===== src/rtl/awmp_pkg.sv =====
`timescale 1ns / 1ps
package awmp_pkg;

  localparam int PRICE_W = 32;
  localparam int WIN_W   = 5;
  localparam int CFG_IDX_W = 1;

  localparam logic [CFG_IDX_W-1:0] CFG_MIN_WINDOW = 1'd0;
  localparam logic [CFG_IDX_W-1:0] CFG_MAX_WINDOW = 1'd1;

  localparam logic [WIN_W-1:0] MIN_WINDOW_RST = 5'd2;
  localparam logic [WIN_W-1:0] MAX_WINDOW_RST = 5'd20;

  typedef struct packed {
    logic [PRICE_W-1:0] price;
    logic               last;
  } awmp_in_t;

  typedef struct packed {
    logic [WIN_W-1:0] best_window;
    logic             prediction;
  } awmp_out_t;

  typedef struct packed {
    logic push;
    logic score;
    logic rise;
    logic clear;
  } awmp_ctl_t;

endpackage


===== src/rtl/awmp_cell.sv =====
`timescale 1ns / 1ps
module awmp_cell #(
  parameter int DW = 6,
  parameter int CW = 16
) (
  input  logic                  clk,
  input  logic                  rst_n,
  input  awmp_pkg::awmp_ctl_t   ctl,
  input  logic                  h_in,
  input  logic                  v_in,
  output logic                  h_out,
  output logic                  v_out,
  output logic signed [DW-1:0]  d_out,
  output logic [CW-1:0]         cnt_out
);
  import awmp_pkg::*;

  localparam logic signed [DW-1:0] P_ONE = DW'(1);
  localparam logic signed [DW-1:0] M_ONE = DW'(-1);
  localparam logic signed [DW-1:0] ZERO  = DW'(0);

  logic                 h_r, h_nxt;
  logic                 v_r, v_nxt;
  logic signed [DW-1:0] d_r, d_nxt;
  logic [CW-1:0]        cnt_r, cnt_nxt;
  logic signed [DW-1:0] add_in, sub_out;
  logic                 hit;

  // d_r is ones minus zeros over this cell's window, clipped to the history
  always_comb begin
    add_in  = ctl.rise ? P_ONE : M_ONE;
    sub_out = v_r ? (h_r ? P_ONE : M_ONE) : ZERO;
    hit     = ctl.rise ? (d_r > ZERO) : (d_r < ZERO);
    h_nxt   = h_r;
    v_nxt   = v_r;
    d_nxt   = d_r;
    cnt_nxt = cnt_r;
    if (ctl.clear) begin
      h_nxt   = 1'b0;
      v_nxt   = 1'b0;
      d_nxt   = ZERO;
      cnt_nxt = '0;
    end else if (ctl.push) begin
      h_nxt = h_in;
      v_nxt = v_in;
      d_nxt = d_r + add_in - sub_out;
      if (ctl.score && hit && (cnt_r != '1)) begin
        cnt_nxt = cnt_r + CW'(1);
      end
    end
  end

  always_ff @(posedge clk) begin
    if (!rst_n) begin
      h_r   <= 1'b0;
      v_r   <= 1'b0;
      d_r   <= ZERO;
      cnt_r <= '0;
    end else begin
      h_r   <= h_nxt;
      v_r   <= v_nxt;
      d_r   <= d_nxt;
      cnt_r <= cnt_nxt;
    end
  end

  assign h_out   = h_r;
  assign v_out   = v_r;
  assign d_out   = d_r;
  assign cnt_out = cnt_r;

endmodule


===== src/rtl/adaptive_window_majority_predictor.sv =====
`timescale 1ns / 1ps
// Predicts the direction of the next price from a series of daily prices. While a series
// runs, one price beat is taken per clock: a row of MAX_WINDOW cells, one per window length,
// shifts the rise history along and scores every window in that same cycle. After the beat
// flagged last, input is held off while a scanner walks the counters of windows lo to hi
// (min_window raised to 1 and max_window capped at MAX_WINDOW), one per cycle. The block is
// busy until the scan has passed hi, and then until the result is loaded and the series is
// cleared, which waits until the previous result has been taken. Configuration may be
// written only between series.
module adaptive_window_majority_predictor #(
  parameter int MAX_WINDOW  = 20,
  parameter int COUNT_WIDTH = 16
) (
  input  logic                                clk,
  input  logic                                rst_n,
  input  logic                                in_valid,
  output logic                                in_ready,
  input  awmp_pkg::awmp_in_t                  in_data,
  output logic                                out_valid,
  input  logic                                out_ready,
  output awmp_pkg::awmp_out_t                 out_data,
  input  logic                                cfg_valid,
  output logic                                cfg_ready,
  input  logic [awmp_pkg::CFG_IDX_W-1:0]      cfg_index,
  input  logic [awmp_pkg::WIN_W-1:0]          cfg_data
);
  import awmp_pkg::*;

  localparam int DW  = $clog2(MAX_WINDOW + 1) + 1;
  localparam int CIW = (MAX_WINDOW > 1) ? $clog2(MAX_WINDOW) : 1;
  localparam int IW  = ($clog2(MAX_WINDOW + 2) > WIN_W) ? $clog2(MAX_WINDOW + 2) : WIN_W;

  typedef enum logic [2:0] {
    ST_IDLE = 3'b001,
    ST_SCAN = 3'b010,
    ST_DONE = 3'b100
  } st_t;

  st_t                  st_r, st_nxt;
  logic [WIN_W-1:0]     min_window_r, max_window_r;
  logic [PRICE_W-1:0]   prev_price_r, prev_price_nxt;
  logic                 started_r, started_nxt;
  logic [IW-1:0]        idx_r, idx_nxt;
  logic [IW-1:0]        best_r, best_nxt;
  logic [COUNT_WIDTH-1:0] best_cnt_r, best_cnt_nxt;
  logic signed [DW-1:0] best_d_r, best_d_nxt;
  logic                 out_valid_r, out_valid_nxt;
  awmp_out_t            out_data_r, out_data_nxt;

  logic                 in_fire, cfg_fire, out_load;
  logic [IW-1:0]        lo, hi, idx_m1;
  logic [CIW-1:0]       sel;
  awmp_ctl_t            ctl;

  logic                   h_w   [MAX_WINDOW+1];
  logic                   v_w   [MAX_WINDOW+1];
  logic signed [DW-1:0]   d_w   [MAX_WINDOW];
  logic [COUNT_WIDTH-1:0] cnt_w [MAX_WINDOW];

  assign in_ready  = (st_r == ST_IDLE);
  assign in_fire   = in_valid && in_ready;
  assign cfg_ready = 1'b1;
  assign cfg_fire  = cfg_valid && cfg_ready;
  assign out_valid = out_valid_r;
  assign out_data  = out_data_r;
  assign out_load  = (st_r == ST_DONE) && (!out_valid_r || out_ready);

  assign lo = (min_window_r == '0) ? IW'(1) : IW'(min_window_r);
  assign hi = (IW'(max_window_r) > IW'(MAX_WINDOW)) ? IW'(MAX_WINDOW) : IW'(max_window_r);
  assign idx_m1 = idx_r - IW'(1);
  assign sel    = idx_m1[CIW-1:0];

  always_comb begin
    ctl.push  = in_fire;
    ctl.score = in_fire && started_r;
    ctl.rise  = started_r && (in_data.price > prev_price_r);
    ctl.clear = out_load;
  end

  // rise bits enter at window one and move toward the longest window
  assign h_w[0] = ctl.rise;
  assign v_w[0] = 1'b1;

  for (genvar i = 0; i < MAX_WINDOW; i++) begin : g_cell
    awmp_cell #(
      .DW (DW),
      .CW (COUNT_WIDTH)
    ) u_cell (
      .clk     (clk),
      .rst_n   (rst_n),
      .ctl     (ctl),
      .h_in    (h_w[i]),
      .v_in    (v_w[i]),
      .h_out   (h_w[i+1]),
      .v_out   (v_w[i+1]),
      .d_out   (d_w[i]),
      .cnt_out (cnt_w[i])
    );
  end

  always_comb begin
    st_nxt         = st_r;
    prev_price_nxt = prev_price_r;
    started_nxt    = started_r;
    idx_nxt        = idx_r;
    best_nxt       = best_r;
    best_cnt_nxt   = best_cnt_r;
    best_d_nxt     = best_d_r;
    out_valid_nxt  = out_valid_r;
    out_data_nxt   = out_data_r;
    if (out_valid_r && out_ready) begin
      out_valid_nxt = 1'b0;
    end
    unique case (st_r)
      ST_IDLE: begin
        if (in_fire) begin
          prev_price_nxt = in_data.price;
          started_nxt    = 1'b1;
          if (in_data.last) begin
            st_nxt       = ST_SCAN;
            idx_nxt      = lo;
            best_nxt     = '0;
            best_cnt_nxt = '0;
            best_d_nxt   = '0;
          end
        end
      end
      ST_SCAN: begin
        if (idx_r > hi) begin
          st_nxt = ST_DONE;
        end else begin
          if (cnt_w[sel] > best_cnt_r) begin
            best_nxt     = idx_r;
            best_cnt_nxt = cnt_w[sel];
            best_d_nxt   = d_w[sel];
          end
          idx_nxt = idx_r + IW'(1);
        end
      end
      ST_DONE: begin
        if (out_load) begin
          out_valid_nxt            = 1'b1;
          out_data_nxt.best_window = best_r[WIN_W-1:0];
          out_data_nxt.prediction  = !best_d_r[DW-1];
          started_nxt              = 1'b0;
          prev_price_nxt           = '0;
          st_nxt                   = ST_IDLE;
        end
      end
      default: begin
        st_nxt = ST_IDLE;
      end
    endcase
  end

  always_ff @(posedge clk) begin
    if (!rst_n) begin
      st_r         <= ST_IDLE;
      min_window_r <= MIN_WINDOW_RST;
      max_window_r <= MAX_WINDOW_RST;
      prev_price_r <= '0;
      started_r    <= 1'b0;
      out_valid_r  <= 1'b0;
    end else begin
      st_r         <= st_nxt;
      prev_price_r <= prev_price_nxt;
      started_r    <= started_nxt;
      out_valid_r  <= out_valid_nxt;
      if (cfg_fire) begin
        unique case (cfg_index)
          CFG_MIN_WINDOW: min_window_r <= cfg_data;
          CFG_MAX_WINDOW: max_window_r <= cfg_data;
          default: ;
        endcase
      end
    end
  end

  always_ff @(posedge clk) begin
    idx_r      <= idx_nxt;
    best_r     <= best_nxt;
    best_cnt_r <= best_cnt_nxt;
    best_d_r   <= best_d_nxt;
    out_data_r <= out_data_nxt;
  end

  a_last_starts_scan: assert property (@(posedge clk) disable iff (!rst_n)
    in_fire && in_data.last |=> st_r == ST_SCAN)
    else $error("last beat did not start the counter scan");

  a_best_in_range: assert property (@(posedge clk) disable iff (!rst_n)
    (st_r == ST_SCAN) && (best_r != '0) |-> (best_r >= lo) && (best_r <= hi))
    else $error("chosen window outside the configured range");

  a_result_from_done: assert property (@(posedge clk) disable iff (!rst_n)
    $rose(out_valid_r) |-> $past(st_r) == ST_DONE)
    else $error("result loaded outside the done state");

  a_series_cleared: assert property (@(posedge clk) disable iff (!rst_n)
    out_load |=> !started_r && (st_r == ST_IDLE))
    else $error("series not cleared after the result");

endmodule

===== config.mk =====
export PLATFORM = sky130hd
export DESIGN_NAME = adaptive_window_majority_predictor
export DESIGN_NICKNAME = d
export VERILOG_FILES = /design/src/rtl/awmp_pkg.sv /design/src/rtl/awmp_cell.sv /design/src/rtl/adaptive_window_majority_predictor.sv
export SDC_FILE = /design/constraint.sdc
export NUM_CORES = 2
export LEC_CHECK = 0
export BUFFER_PORTS_ARGS = -buffer_cell sky130_fd_sc_hd__buf_4
export CELL_PAD_IN_SITES_DETAIL_PLACEMENT = 1
export CELL_PAD_IN_SITES_GLOBAL_PLACEMENT = 1
export CORE_MARGIN = 2
export CORE_UTILIZATION = 45
export CTS_BUF_LIST = sky130_fd_sc_hd__clkbuf_16
export CTS_CLUSTER_DIAMETER = 50
export DETAILED_ROUTE_END_ITERATION = 8
export GPL_ROUTABILITY_DRIVEN = 0
export PLACE_DENSITY_LB_ADDON = 0.1
export SLEW_MARGIN = 20
export SYNTH_ARGS = -nofsm -noshare
export SYNTH_HDL_FRONTEND = slang
export SYNTH_SLANG_ARGS = --single-unit

===== constraint.sdc =====
create_clock -name clk -period 5.1 [get_ports clk]
set_input_delay 1.02 -clock clk [delete_from_list [all_inputs] [get_ports clk]]
set_output_delay 1.02 -clock clk [all_outputs]
set_load 0.05 [all_outputs]

=== After elaboration in Yosys (flattened, before gate mapping) ===
Cells that the tools add are included.
W data, S select, Z words.

* Register bits after elaboration: 565
* Bits of input ports: 44
* Output and inout port bits: 9
* Word-level logic and storage cells: 412

* Add/sub/neg operators: 62
* $lt $le $gt $ge: 45
* Eq/ne operators: 29
* Multiplexer cells: 102
* Bitwise logic cells: 3
* Reductions and logical operators: 79

{| class="wikitable"
|+ Operator list
! kind !! count
|-
| $add A16 B1 Y16 const B || 20
|-
| $ne A16 B16 Y1 const B || 20
|-
| $mux W6 || 47
|-
| $add A6 B6 Y6 || 20
|-
| $gt A6 B1 Y1 const B || 20
|-
| $lt A6 B1 Y1 const B || 20
|-
| $sub A6 B6 Y6 || 20
|-
| $mux W16 || 6
|-
| $bmux W16 S5 || 1
|-
| $mux W32 || 2
|-
| $pmux W32 S2 || 1
|-
| $reduce_and A2 Y1 || 23
|-
| $logic_and A1 B1 Y1 || 45
|-
| $mux W5 || 9
|-
| $gt A32 B32 Y1 || 1
|-
| $pmux W16 S2 || 1
|-
| $bmux W6 S5 || 1
|-
| $mux W1 || 25
|-
| $pmux W5 S2 || 2
|-
| $gt A16 B16 Y1 || 1
|-
| $mux W3 || 4
|-
| $pmux W6 S2 || 1
|-
| $pmux W3 S3 || 1
|-
| $ne A2 B2 Y1 const B || 4
|-
| 20 further kinds || 25
|}

=== Depth between registers and ports, before layout ===
* Depth in word-level cells: 9
* Depth in mapped cells: 21
* Gate-level depth less buffers: 18

=== Hierarchy ===
A second synthesis with hierarchy kept.

* Cell total of the unflattened synthesis: 3952
* Area, all modules: 35367.7 um^2

{| class="wikitable"
|+ By module, submodules not included
! module !! times used !! cells each !! area each (um^2) !! seq. area each (um^2)
|-
| awmp_cell (g_cell[15].u_cell ...) || 13 || 161 || 1375.1 || 480.5
|-
| awmp_cell (g_cell[0].u_cell ...) || 6 || 163 || 1410.1 || 480.5
|-
| adaptive_window_majority_predictor || 1 || 728 || 7624.8 || 1931.9
|-
| awmp_cell (g_cell[9].u_cell) || 1 || 153 || 1406.3 || 480.5
|}

=== Least setup slack after synthesis ===
OpenSTA, ideal clock, no wires.

* Path type: input port to flip-flop
* From: input port in_data[30] (netlist name)
* To: register g_cell[10].u_cell.d_r[5]
* Setup time: 70 ps
* Data arrival time: 5367 ps
* Required time: 5030 ps
* Slack: -337 ps
* Stages on the path: 16
* Path buffers: 1
* Cell sequence: ha_1 -> nand4_2 -> nor4_4 -> nand4_2 -> o31a_1 -> o21ai_2 -> buf_4 -> fa_1 -> ha_1 -> o21ai_0 -> nand2b_1 -> a21o_1 -> a21oi_1 -> xnor2_1 -> or3_1 -> a21oi_1

* Cells in the longest elaborated chain, start to end: 5

{| class="wikitable"
|+ Ends and longest elaborated chain
! item !! line !! text
|-
| from (decl) || adaptive_window_majority_predictor.sv:18 || <nowiki>input awmp_pkg::awmp_in_t in_data,</nowiki>
|-
| $gt A32 B32 Y1 || adaptive_window_majority_predictor.sv:76 || <nowiki>ctl.rise = started_r && (in_data.price > prev_price_r);</nowiki>
|-
| $logic_and A1 B1 Y1 || adaptive_window_majority_predictor.sv:76 ||
|-
| $mux W6 || awmp_cell.sv:31 || <nowiki>add_in = ctl.rise ? P_ONE : M_ONE;</nowiki>
|-
| $add A6 B6 Y6 || awmp_cell.sv:46 || <nowiki>d_nxt = d_r + add_in - sub_out;</nowiki>
|-
| $sub A6 B6 Y6 || awmp_cell.sv:46 ||
|-
| to (signal assigned) || awmp_cell.sv:62 || <nowiki>d_r <= d_nxt;</nowiki>
|-
| to (decl) || awmp_cell.sv:24 || <nowiki>logic signed [DW-1:0] d_r, d_nxt;</nowiki>
|}

Every way passes these cells.
A chain may end at the register's enable or synchronous reset.

=== Worst setup path in the final report ===
* From: register idx_r[0]
* To: register best_r[1], enable pin

* Cells in the longest elaborated chain, start to end: 8
* Elaborated cells between the ends (all ways): 10
* Classes of those cells: add/sub (1); order compare (2); eq/ne (2); mux (3); bitwise (1); reduce/logical (1)

{| class="wikitable"
|+ Ends and longest elaborated chain
! item !! line !! text
|-
| from (decl) || adaptive_window_majority_predictor.sv:43 || <nowiki>logic [IW-1:0] idx_r, idx_nxt;</nowiki>
|-
| from (signal assigned) || adaptive_window_majority_predictor.sv:180 || <nowiki>idx_r <= idx_nxt;</nowiki>
|-
| $sub A5 B1 Y5 || adaptive_window_majority_predictor.sv:70 || <nowiki>assign idx_m1 = idx_r - IW'(1);</nowiki>
|-
| $not A5 Y6 (implied by the code) || adaptive_window_majority_predictor.sv:132 || <nowiki>if (cnt_w[sel] > best_cnt_r) begin</nowiki>
|-
| $bmux W16 S5 || adaptive_window_majority_predictor.sv:132 ||
|-
| $mux W16 (implied by the code) (2 in a row) || adaptive_window_majority_predictor.sv:132 ||
|-
| $gt A16 B16 Y1 || adaptive_window_majority_predictor.sv:132 ||
|-
| $ne A2 B2 Y1 (no line) || n/a ||
|-
| $reduce_and A5 Y1 (no line) * || n/a ||
|-
| to (signal assigned) || adaptive_window_majority_predictor.sv:181 || <nowiki>best_r <= best_nxt;</nowiki>
|-
| to (decl) || adaptive_window_majority_predictor.sv:44 || <nowiki>logic [IW-1:0] best_r, best_nxt;</nowiki>
|}

Every way passes the cells marked *; elsewhere a longest branch is shown, timed or not. The select of a mux whose other input is x is not followed.

==> results.toml <==
[run_status]
outcome = "complete, no violations"

[power_and_ir_drop]
pwr-share-clk = 0.379
peakVddDrop_mv = 0.2909
leakage_nw = 14.52
intPower_mw = 10.86
p_seq_frac = 0.312
power.density_nw_per_um2 = 418.1
switchingPower_mw = 5.944
swShare = 0.3536
combPwrFrac = 0.309

[drt]
wl_per_cell_um = 20.35
routed_via_density = 5.949
antenna_left = 0
first_pass_iters = 5
drt_wl_total_um = 104100
vias = 30422
drc = 0
drt_iter0_markers = 1746

[cts]
cts_hold_buffers = 0
cts_setup_buffers = 0
clock-root-buffer = "clkbuf_16"
cts_tree = "done"
cts_buffers = 92
clk_pin_slew_worst_paths_ns = 0.05
clk_latency_ns = 0.64
cts_resized = 0
cts.sinks = 560
ctsHtreeMaxLevel = 3
cts_buffer_depth = 3

[final_layout]
final_nets = 4363
drive_gt1_frac = 0.1028
multiInputGateArea_sq_um = 22300
syn2layout_area_growth_pct = 13.30
diodes = 0
seqCellArea_sq_um = 11540
fin_util = 0.5172
final_common_cell = "dfxtp_1"
mostFrequentLayoutCells = "dfxtp_1 (527), nand2_1 (491), a21oi_1 (408)"
fillers = 8861

[timing]
period_share = 0.9110
slew_violations = 0
finClkSkew_ns = 0.02633
clock.fmax_ghz = 0.2152
fin_crit_ns = 4.646
max_slew_margin = 0.3137
final_hold_viol_count = 0
whs_ns = 0.4199
grt_setup_unrepaired = "no"
worst_slew_pin_slew_ns = 1.016
setup_viol_count_final = 0

[grt]
grt_max_degree = 134
grt_pass1_vias = 30648
grt.overflow.total = 0
grtUsageTotal = 0.2542
grt_first_pass_wirelength_um = 169300
antenna_found_initial = 0

[flow_run]
maxCapViolCount = 0

[logic_synthesis]
yosysUniqueCellTypes = 72
ys_ff_latch = 560
avgSynthCellArea_sq_um = 8.843
synth_area_sq_um = 35480
yosysSeqAreaShare = 0.3253
synth_nets = 4377
synthArstFlopShare = 0
ys.flop_type = "dfxtp_1"
syn_inst = 4012
netlist_top_cells_area = "dfxtp_1 (30%), ha_1 (8.5%), a21oi_1 (5.8%), mux4_2 (5.4%), nand2_1 (5.2%)"
synth_area_leader_cell = "dfxtp_1"
yosysTopAreaCellShare = 0.2974
ys.warnings.count = 0
synth_edf_count = 33

[setup_path]
worstPathArrival_ns = 4.90
cpMostUsedCell = "o21ai_0"
crit_path_max_fanout = 22
slowest_stage = "o221a_2"
max_stage_delay_ns = 0.60
end_kind = "register"
path_class = "reg -> reg"
path_delay_family = "compound AO/OA/AOI/OAI gates"
cp.required_ns = 5.36
rrSetupSlack_ns = 0.45
start_kind = "register"
worstPathCellList = "inv_1, ha_4, buf_4, mux4_2, mux2i_1, nand2_1, a32o_1, ha_1, nor2b_1, o21a_1, o21ai_0, nand2b_1, a21oi_1, o21ai_0, and3_1, o221a_2"
cp_num_buf_inv = 2

[place]
hpwl_um = 73230
portBuffers = 51

[min_path]
min_path_type = "reg -> reg"

[floorplan]
initial_core_util = 0.4565
num_io_pins = 53
die_h_um = 284.8
rows = 102
die_x_um = 284.8
dieArea_sq_um = 81100
core_sq_um = 77720
-- area by class of cell --
class                   instances  area share
inverters                     213     0.01995
repair buffers                127     0.02808
clock buffers                  96     0.05976
flip-flops and latches        560      0.2871
well taps                    1040     0.03237
multi-input cells            3004      0.5547
clock inverters                74     0.01805
-- final timing paths --
kind,from,endpoint,cells past startpoint
setup / recovery,idx_r[0]$_DFFE_PP_,best_r[1]$_SDFFCE_PN0P_,16
hold / removal,best_r[3]$_SDFFCE_PN0P_,out_data[4]$_DFFE_PP_,0
setup reg to reg,idx_r[0]$_DFFE_PP_,best_r[1]$_SDFFCE_PN0P_,16
hold reg to reg,best_r[3]$_SDFFCE_PN0P_,out_data[4]$_DFFE_PP_,0
-- registers in the layout, indices dropped and copies added (netlist names) --
| register | flops |
|---|---|
| idx_r | 5 |
| g_cell.u_cell.cnt_out | 320 |
| max_window_r | 5 |
| started_r | 1 |
| prev_price_r | 32 |
| best_cnt_r | 16 |
| g_cell.u_cell.h_out | 20 |
| g_cell.u_cell.d_out | 120 |
| min_window_r | 5 |
| best_r | 5 |
| out_data | 6 |
| out_valid | 1 |
| best_d_r | 1 |
| g_cell.u_cell.v_out | 20 |
| st_r | 3 |
-- through the flow --
stage	TNS (ns)	worst slack [ns]	power, mW	instances	instance area [sq um]
floorplan	0	0.06790	9.114	4012	35490
global placement	0	0.03809	10.36	4944	37070
detailed placement	-0.04519	-0.03082	10.51	4944	37070
CTS	0	0.4447	16.97	5114	40200
global route	0	0.1917	17.84	5114	40200
finish	0	0.4539	16.81	5114	40200
-- synthesized netlist by cell type, types with 36 or more instances --
cell      number
a211oi_1      36
a21o_1        39
a21oi_1      408
and2_1        38
and3_1        49
clkbuf_1     175
dfxtp_1      527
fa_1          80
ha_1         241
inv_1        212
mux2i_1      117
mux4_2        85
nand2_1      493
nand2b_1      93
nand3_1      132
nand4_1       58
nor2_1       147
nor3_1        47
nor4_1        44
o211ai_1      38
o21ai_0      120
o31ai_1      128
or3_1        101
or4_1        144
xnor2_1      115
-- worst reg2reg max path, stage by stage, from the launching register on --
cell,delay [ns]
edfxtp_1,0.48
inv_1,0.22
ha_4,0.53
buf_4,0.26
mux4_2,0.37
mux2i_1,0.27
nand2_1,0.13
a32o_1,0.29
ha_1,0.30
nor2b_1,0.13
o21a_1,0.11
o21ai_0,0.07
nand2b_1,0.08
a21oi_1,0.06
o21ai_0,0.17
and3_1,0.18
o221a_2,0.60
-- routing by layer --
metal | up-vias | global-route usage | wire, um | part of all wire
li1 | 14603 | - | - | -
met1 | 15156 | 0.3598 | 49100 | 0.47
met2 | 536 | 0.4139 | 48280 | 0.46
met3 | 127 | 0.03192 | 4675 | 0.045
met4 | 0 | 0.05763 | 2000 | 0.019
met5 | - | 0 | 0 | 0
-- logic make-up after synthesis --
group / after synthesis / synth area share
other: 1 / 0.0001057
adder cells (fa/ha/maj): 321 / 0.1301
multiplexers: 213 / 0.09201
AO/OA/AOI/OAI: 922 / 0.1619
buffers and inverters: 448 / 0.05068
flip-flops: 560 / 0.3253
AND/OR/NAND/NOR: 1421 / 0.2087
XOR/XNOR: 126 / 0.03111
-- power groups by stage --
stage,Clock (mW),Sequential (mW),Combinational [mW]
global placement,0,5.32,5.05
CTS,6.49,5.25,5.24
floorplan,0,5.16,3.96
detailed placement,0,5.34,5.17
global route,6.69,5.31,5.84
finish,6.37,5.24,5.19
(Power assumes the default switching activity.)
